===== src/sv/four_way_traffic_automaton_defines.svh =====
// Assertion macros shared by the traffic automaton RTL.
// Included by files that carry concurrent checks; depends on nothing else.
`ifndef FOUR_WAY_TRAFFIC_AUTOMATON_DEFINES_SVH
`define FOUR_WAY_TRAFFIC_AUTOMATON_DEFINES_SVH

// Same-cycle implication, disabled while reset is asserted.
`define FWTA_ASSERT_NOW(label, clk, rst_n, ante, cons, msg) \
    label: assert property (@(posedge clk) disable iff (!(rst_n)) (ante) |-> (cons)) \
        else $error(msg);

// Next-cycle implication, disabled while reset is asserted.
`define FWTA_ASSERT_NEXT(label, clk, rst_n, ante, cons, msg) \
    label: assert property (@(posedge clk) disable iff (!(rst_n)) (ante) |=> (cons)) \
        else $error(msg);

`endif


===== src/sv/fwta_pkg.sv =====
// Types and constants of the four-way traffic automaton.
// Used by the cell and the top level; depends on nothing.
package fwta_pkg;

    typedef logic [2:0] t_cell;

    localparam t_cell CELL_EMPTY = 3'd4;

    typedef enum logic [1:0] {
        DIR_RIGHT = 2'd0,
        DIR_LEFT  = 2'd1,
        DIR_UP    = 2'd2,
        DIR_DOWN  = 2'd3
    } t_dir;

    typedef enum logic [1:0] {
        OP_WRITE = 2'd0,
        OP_TICK  = 2'd1,
        OP_READ  = 2'd2
    } t_op;

    typedef struct packed {
        logic  tick;
        t_dir  phase;
        t_cell wr_data;
    } t_grid_cmd;

endpackage


===== src/sv/fwta_cell.sv =====
// One grid position of the traffic automaton: holds a car or nothing.
// Exchanges cars with its four torus neighbours; uses fwta_pkg.
module fwta_cell (
    input  logic                i_clk,
    input  logic                i_rst_n,
    input  fwta_pkg::t_grid_cmd i_cmd,
    input  logic                i_wr_en,
    input  fwta_pkg::t_cell     i_nb_right,
    input  fwta_pkg::t_cell     i_nb_left,
    input  fwta_pkg::t_cell     i_nb_up,
    input  fwta_pkg::t_cell     i_nb_down,
    output fwta_pkg::t_cell     o_state
);
    import fwta_pkg::*;

    t_cell r_state;
    t_cell n_state;
    t_cell w_target;
    t_cell w_source;
    t_cell w_dir;

    assign w_dir = {1'b0, i_cmd.phase};

    always_comb begin
        unique case (i_cmd.phase)
            DIR_RIGHT: begin
                w_target = i_nb_right;
                w_source = i_nb_left;
            end
            DIR_LEFT: begin
                w_target = i_nb_left;
                w_source = i_nb_right;
            end
            DIR_UP: begin
                w_target = i_nb_up;
                w_source = i_nb_down;
            end
            DIR_DOWN: begin
                w_target = i_nb_down;
                w_source = i_nb_up;
            end
            default: begin
                w_target = i_nb_right;
                w_source = i_nb_left;
            end
        endcase
    end

    always_comb begin
        n_state = r_state;
        if (i_wr_en) begin
            n_state = i_cmd.wr_data;
        end else if (i_cmd.tick) begin
            if (r_state == w_dir && w_target == CELL_EMPTY) begin
                n_state = CELL_EMPTY;
            end else if (r_state == CELL_EMPTY && w_source == w_dir) begin
                n_state = w_dir;
            end
        end
    end

    always_ff @(posedge i_clk) begin
        if (!i_rst_n) begin
            r_state <= CELL_EMPTY;
        end else begin
            r_state <= n_state;
        end
    end

    assign o_state = r_state;

endmodule


===== config.mk =====
export PLATFORM = sky130hd
export DESIGN_NAME = fwta_cell
export DESIGN_NICKNAME = d
export VERILOG_FILES = /design/src/sv/four_way_traffic_automaton_defines.svh /design/src/sv/fwta_pkg.sv /design/src/sv/fwta_cell.sv
export SDC_FILE = /design/constraint.sdc
export NUM_CORES = 1
export LEC_CHECK = 0
export BUFFER_PORTS_ARGS = -buffer_cell sky130_fd_sc_hd__buf_2
export CORE_AREA = 2 2 39 41
export DETAILED_ROUTE_END_ITERATION = 12
export DIE_AREA = 0 0 41 43
export GPL_TIMING_DRIVEN = 0
export SLEW_MARGIN = 10
export SYNTH_ARGS = -nofsm -noshare
export SYNTH_HDL_FRONTEND = slang
export SYNTH_SLANG_ARGS = --single-unit

===== constraint.sdc =====
create_clock -name i_clk -period 3.6 [get_ports i_clk]
set_clock_uncertainty 0.15 [all_clocks]
set_input_delay 0.54 -clock i_clk [delete_from_list [all_inputs] [get_ports i_clk]]
set_output_delay 0.54 -clock i_clk [all_outputs]
set_load 0.005 [all_outputs]

==> key figures, run 1 <==
Critical path
  • Worst Setup EP: o_state[1]$_SDFFE_PN0P_
  • Worst path slowest cell: a211oi_1
  • Critical path origin: i_nb_up[0]
  • R2R Setup Slk: 1.73 ns
  • CP Buf/Inv Count: 1
  • FF-to-FF Start: o_state[0]$_SDFFE_PN0P_
  • Crit path cell chain: buf_2 > nor4b_1 > a21oi_2 > a211oi_1 > a311o_2 > mux2i_1
  • Peak per-stage delay on the critical path: 0.42 ns
  • Crit path capture type: flip-flop
  • Critical path class: input port to flip-flop
  • Critical path arrival: 1.89 ns
  • Setup crit start kind: input port
  • Crit path depth: 6
  • Worst-path fanout max: 3
  • Reg2reg end: o_state[1]$_SDFFE_PN0P_
  • R2R cell count: 5
  • CP required: approximately 3.6 ns
  • CP top delay family: compound AO/OA/AOI/OAI gates

Timing
  • TNS Setup: 0 ns
  • Final period demand of the worst path: about 1.9 ns
  • Slew headroom: a little over two thirds
  • Final period util: 52.4%
  • Max-slew violations: 0
  • RSZ-0062 raised after global routing: false
  • Hold Vio Cnt, Final: 0
  • Final worst slack: 1.71 ns
  • Setup Viol. Count Final: 0
  • Max frequency: approximately 0.53 GHz
  • WHS: 0.392 ns
  • Actual slew at the worst max-slew pin: roughly 0.45 ns

Global route
  • Total track usage: approximately an eighth
  • Pin count of the biggest net entering global routing: 9
  • Vias in the first global route: 391
  • Antenna violations before repair: 0
  • First-pass GRT wire length: between 1 and 1.5 mm
  • Overflow after GRT: 0

Power
  • PD cells: 266 nW/um^2
  • VDD IR max: 171 uV
  • LEAKAGE: 0.235 nW

Synthesis
  • Instance count of the mapped netlist: 41
  • Syn_area_per_cell: 9.70 sq um
  • FF+latch count, synth: 3
  • Number of library cell types mapped by synthesis: 31
  • Syn nets: 62
  • Syn Std Cell Area: 398 sq um
  • Sequential-to-total area share from yosys stat: 15.1%
  • Warnings, synthesis: 0

Drt
  • Routed vias/inst: 5.04
  • Post-route DRC: 0
  • Detailed Route WL: 925 microns
  • Detailed Route Iter0 Violations: 11
  • Antenna Violating Nets Remaining: 0
  • Drt wl/cell: 11.3 microns
  • Via Count: slightly above 400
  • Drt first pass iters: 3

Floorplan
  • # IOs: 24
  • Starting Density: 28.8%
  • Site Rows: 14
  • Area of the die: 1760 sq um
  • Die Ht: 43 microns
  • Core area: 1380 sq um
  • Die Width: 41 microns

Worst hold path
  • Min-delay src: o_state[1]$_SDFFE_PN0P_
  • Hold crit path type: flip-flop to flip-flop

Finish
  • Synth-to-Final Area Change: 38.1%
  • ANT cells: 0
  • Fin nets: slightly below 90
  • Largest register FFs: 3
  • Final core utilization: 39.7%
  • Layout cells sized above 1: 53.0%

Clock network
  • Clk Latency, worst-skew pair: 0.23 ns
  • Total setup buffers inserted after CTS: 0
  • Post-cts resize count: 0
  • CTS Buffer Depth: 2
  • Hold buffers post-CTS: 0
  • CTS buffer count: 3
  • CTS sink cnt: 3
  • TritonCTS clock tree: yes
  • Max H-tree Level: 1
  • Clock root cell: clkbuf_4
  • Clock slew at reported path FFs: around 0.040 ns

Place
  • GP Congestion: 0.848
  • # port buffers: 21
  • Pre-CTS setup slack: 1.48 ns
  • Post-DP HPWL: 750 microns

Run
  • Max Cap Viol: 0

Outcome
  • Status: finished clean
[synthesized netlist by cell type]
master / instances / area, sq um
mux2_2: 1 / 11.3
nor4bb_1: 1 / 10.0
nor3_2: 1 / 10.0
nor4b_1: 1 / 8.76
o21bai_2: 1 / 11.3
nor2_1: 1 / 3.75
inv_1: 4 / 15.0
dfxtp_1: 3 / 60.1
nor3b_1: 2 / 15.0
nor3_1: 1 / 5.00
a41oi_2: 1 / 16.3
mux2i_1: 2 / 20.0
nand2_1: 2 / 7.51
and4bb_1: 1 / 12.5
or2_1: 1 / 6.26
clkbuf_1: 1 / 3.75
nand3_1: 1 / 5.00
a21oi_2: 1 / 8.76
nor4_1: 1 / 6.26
nor4b_4: 1 / 23.8
o2111ai_2: 1 / 15.0
a211oi_1: 1 / 7.51
o311ai_0: 1 / 8.76
a21oi_1: 2 / 10.0
o211ai_1: 1 / 7.51
buf_6: 1 / 11.3
o21ai_0: 1 / 5.00
o41ai_2: 1 / 16.3
xnor2_1: 2 / 17.5
a2111oi_4: 1 / 27.5
a311o_2: 1 / 11.3
[power by group]
group          internal, W  leakage [nW]   total, W  switching [W]
clock network    0.0000415        0.0150  0.0000583      0.0000168
registers        0.0000361        0.0249  0.0000395     0.00000335
logic            0.0000254         0.195  0.0000482      0.0000228
[per-stage QoR]
step | cell area, sq um | cells | power [W]
after floorplan | 398 | 41 | 0.0000688
after global placement | 523 | 78 | 0.0000884
after detailed placement | 523 | 78 | 0.0000889
after CTS | 549 | 82 | 0.000149
after global routing | 549 | 82 | 0.000159
final | 549 | 82 | 0.000146
[worst reg2reg max path, stage by stage (launching register included)]
cell      delay [ns]
dfxtp_1         0.36
nor4b_1         0.40
a21oi_2         0.09
a211oi_1        0.42
a311o_2         0.21
mux2i_1         0.17
[layout make-up]
type | count | area (sq um)
Sequential cell | 3 | 60.1
Tap cell | 16 | 20.0
Fill cell | 166 | 835
Multi-Input combinational cell | 32 | 308
Timing Repair Buffer | 21 | 105
Inverter | 4 | 15.0
Clock buffer | 4 | 26.3
Buffer | 2 | 15.0
[per-layer routing]
layer | share of wire [%] | global-route usage [%] | vias to the layer above
met5 | 0 | 0 | -
met4 | 0 | 4.00 | 0
met3 | 9.0 | 3.14 | 0
met2 | 45 | 18.4 | 17
met1 | 46 | 15.1 | 182
li1 | - | - | 214
[layout by cell type (no fill, tap or decap), drive strengths merged, types with 2 or more instances in the layout]
| cell | Yosys | layout |
|---|---|---|
| a21oi | 3 | 3 |
| buf | 1 | 22 |
| clkbuf | 1 | 5 |
| dfxtp | 3 | 3 |
| inv | 4 | 4 |
| mux2i | 2 | 2 |
| nand2 | 2 | 2 |
| nor3 | 2 | 2 |
| nor3b | 2 | 2 |
| nor4b | 2 | 2 |
| xnor2 | 2 | 2 |
[logic make-up (layout without fill, tap and decap cells)]
logic type / Yosys count / after routing / share of synthesized area (%)
flops: 3 / 3 / 15.1
compound gates: 13 / 13 / 36.5
mux: 3 / 3 / 7.86
buf+inv: 6 / 31 / 7.54
xor+xnor: 2 / 2 / 4.40
simple gates: 14 / 14 / 28.6
[worst min path at each step]
stage / end / slack [ns] / depth (start not counted)
2_1_floorplan: o_state[1]$_SDFFE_PN0P_ / 0.37 / 2
3_3_place_gp: o_state[1]$_SDFFE_PN0P_ / 0.39 / 2
3_5_place_dp: o_state[1]$_SDFFE_PN0P_ / 0.40 / 2
4_1_cts: o_state[1]$_SDFFE_PN0P_ / 0.40 / 2
5_1_grt: o_state[2]$_SDFFE_PN1P_ / 0.40 / 2
6_report: o_state[1]$_SDFFE_PN0P_ / 0.39 / 2
Note: power is estimated with default switching activity, not from simulation.
==> inputs of run 2 (changes only) <==
clock period = 1.6 ns   (was 3.6 ns; I/O delays follow)
==> run 2 against run 1 <==
The run now ends with negative setup slack left; combinational power increased to 2.8 times the previous value; register-to-register slack got worse by 1.8 ns; power increased by 140%; flip-flop and latch count unchanged; clock-buffer cell count unchanged; critical path depth decreased by 1; global-route usage increased by 2.4 points; worst hold slack got worse by 0.28 ns; setup slack got worse by 1.7 ns; sequential power increased by 130%; largest cell class unchanged; highest routed layer unchanged.
==> key figures, run 2 (synthesis gave the netlist of run 1 again) <==
Outcome
  • Status: finished with violations
  • Failing checks: negative setup slack

Worst hold path
  • WHS Endpoint: o_state[2]$_SDFFE_PN1P_
  • Min-delay src: i_rst_n
  • Hold crit path type: input port to flip-flop
  • Worst hold stages: 2 (unchanged)

Power
  • VDD IR max: 488 uV (+180%)
  • Tot Pwr: 0.000352 W (+140%)
  • LEAKAGE: 0.269 nW (+15%)
  • PD cells: 549 nW/um^2 (+110%)

Timing
  • Final period util: 102%
  • Max-slew violations: 0 (unchanged)
  • Max frequency: 0.614 GHz
  • Slew headroom: 75.8% (+6.1 points)
  • Final worst slack: -0.0276 ns (-1.74 ns)
  • Final period demand of the worst path: around 1.6 ns
  • Setup Viol. Count Final: 3 (+3)
  • RSZ-0062 raised after global routing: true
  • Actual slew at the worst max-slew pin: 0.363 ns (-0.0885 ns)
  • Hold Vio Cnt, Final: 0 (unchanged)
  • TNS Setup: -0.0744 ns (-0.0744 ns)

Global route
  • Vias in the first global route: 443 (+13%)
  • First-pass GRT wire length: 1.75 mm (+21%)
  • Pin count of the biggest net entering global routing: 9 (unchanged)
  • Overflow after GRT: 0 (unchanged)
  • Antenna violations before repair: 0 (unchanged)
  • Total track usage: 14.2% (+2.4 points)

Finish
  • Fill count: 134 (-19%)
  • Final core utilization: 46.3% (+6.6 points)
  • Commonest cells after routing, fill and taps aside: buf_2 (21), inv_1 (4), clkbuf_4 (3), buf_4 (3)
  • ANT cells: 0 (unchanged)
  • Synth-to-Final Area Change: 61.0%
  • Layout cells sized above 1: 68.1% (+15 points)
  • Commonest non-fill, non-tap cell in the layout: buf_2
  • Fin nets: 91 (+3.4%)
  • Post-Layout Cell Count: 85 (+3.7%)
  • Largest register FFs: 3 (unchanged)

Floorplan
  • Die Ht: 43 microns (unchanged)
  • Area of the die: 1760 sq um (unchanged)
  • # IOs: 24 (unchanged)
  • Core area: 1380 sq um (unchanged)
  • Starting Density: 28.8% (unchanged)
  • Die Width: 41 microns (unchanged)
  • Site Rows: 14 (unchanged)

Clock network
  • CTS buffer count: 3 (unchanged)
  • CTS sink cnt: 3 (unchanged)
  • Max H-tree Level: 1 (unchanged)
  • CTS Buffer Depth: 2 (unchanged)
  • TritonCTS clock tree: yes
  • Hold buffers post-CTS: 0 (unchanged)
  • Clock slew at reported path FFs: 0.04 ns (about the same)
  • Clk Latency, worst-skew pair: 0.23 ns (about the same)
  • Clock root cell: clkbuf_4

Drt
  • Detailed Route WL: 1.08 mm (+17%)
  • Detailed Route Iter0 Violations: 5 (-6)
  • Antenna Violating Nets Remaining: 0 (unchanged)
  • Routed vias/inst: 5.21 (+3.5%)
  • Drt first pass iters: 4 (+1)
  • Post-route DRC: 0 (unchanged)
  • Via Count: 443 (+7.3%)
  • Drt wl/cell: 12.7 microns (+13%)

Place
  • Placed Cells: 78 (unchanged)
  • Post-DP HPWL: 803 microns (+7.1%)
  • # port buffers: 21 (unchanged)
  • Pre-CTS setup slack: -0.208 ns (-1.69 ns)
  • GP Congestion: 0.795 (-6.3%)

Critical path
  • Reg2reg end: o_state[2]$_SDFFE_PN1P_
  • Crit path capture type: flip-flop
  • R2R cell count: 5 (unchanged)
  • Critical path arrival: 1.62 ns (-0.27 ns)
  • Critical path class: flip-flop to flip-flop
  • Worst-path fanout max: 4 (+1)
  • R2R Setup Slk: -0.03 ns (-1.76 ns)
  • FF-to-FF Start: o_state[1]$_SDFFE_PN0P_
  • Setup crit start kind: flip-flop
  • CP required: 1.60 ns (-2.01 ns)

Run
  • Max Cap Viol: 0 (unchanged)
## run 2: changes by cell type in the layout (fill, tap and decap cells not counted), sizes merged
cell  previous run  this run
buf             22        25
## run 2: layout make-up
type                       count  area, sq um  area share (%)
multi-input combinational     32          360            56.3
timing repair buffer          24          128            19.9
sequential                     3         67.6            10.5
clock buffer                   4         26.3            4.10
buffer                         2         23.8            3.71
tap                           16         20.0            3.13
inverter                       4         15.0            2.34
## run 2: critical path: stages (launching register included)
cell       delay [ns]
dfxtp_4          0.35
or2_1            0.23
o2111ai_2        0.22
a211oi_2         0.08
a311o_2          0.34
o211ai_1         0.17
## run 2: per-stage QoR
| step | instance area [sq um] | hold WS, ns |
|---|---|---|
| 4_1_cts | 623 | 0.108 |
| 2_1_floorplan | 439 | 0.179 |
| 6_report | 641 | 0.114 |
| 5_1_grt | 641 | 0.121 |
| 3_5_place_dp | 564 | 0.339 |
| 3_3_place_gp | 564 | 0.339 |
## run 2: power breakdown
| part | total [W] | leakage [nW] | switching, W | internal [W] |
|---|---|---|---|---|
| combinational | 0.000133 | 0.228 | 0.0000629 | 0.0000704 |
| clock | 0.000130 | 0.0150 | 0.0000363 | 0.0000933 |
| sequential | 0.0000889 | 0.0262 | 0.00000799 | 0.0000809 |
## run 2: layer usage
layer  up-vias  track usage (%)  wire length [microns]
met3         0             4.71                     74
met2        17             24.4                    526
met4         0                0                      0
met1       207             17.6                    481
li1        219                -                      -
met5         -                0                      0
## run 2: worst max path at each step
stage	end	cells after the start	start
after floorplan	o_state[1]$_SDFFE_PN0P_	6	i_cmd[4]
after global placement	o_state[1]$_SDFFE_PN0P_	6	i_nb_down[0]
after detailed placement	o_state[1]$_SDFFE_PN0P_	6	i_nb_down[0]
after CTS	o_state[2]$_SDFFE_PN1P_	5	o_state[1]$_SDFFE_PN0P_
after global routing	o_state[0]$_SDFFE_PN0P_	6	o_state[0]$_SDFFE_PN0P_
final	o_state[2]$_SDFFE_PN1P_	5	o_state[1]$_SDFFE_PN0P_
## run 2: what timing repair did
action,4_1_cts,5_1_grt
buffers inserted,3,0
setup endpoints to repair,3,3
pin swaps,3,1
resized for setup,3,4
endpoints found under the hold margin,0,0
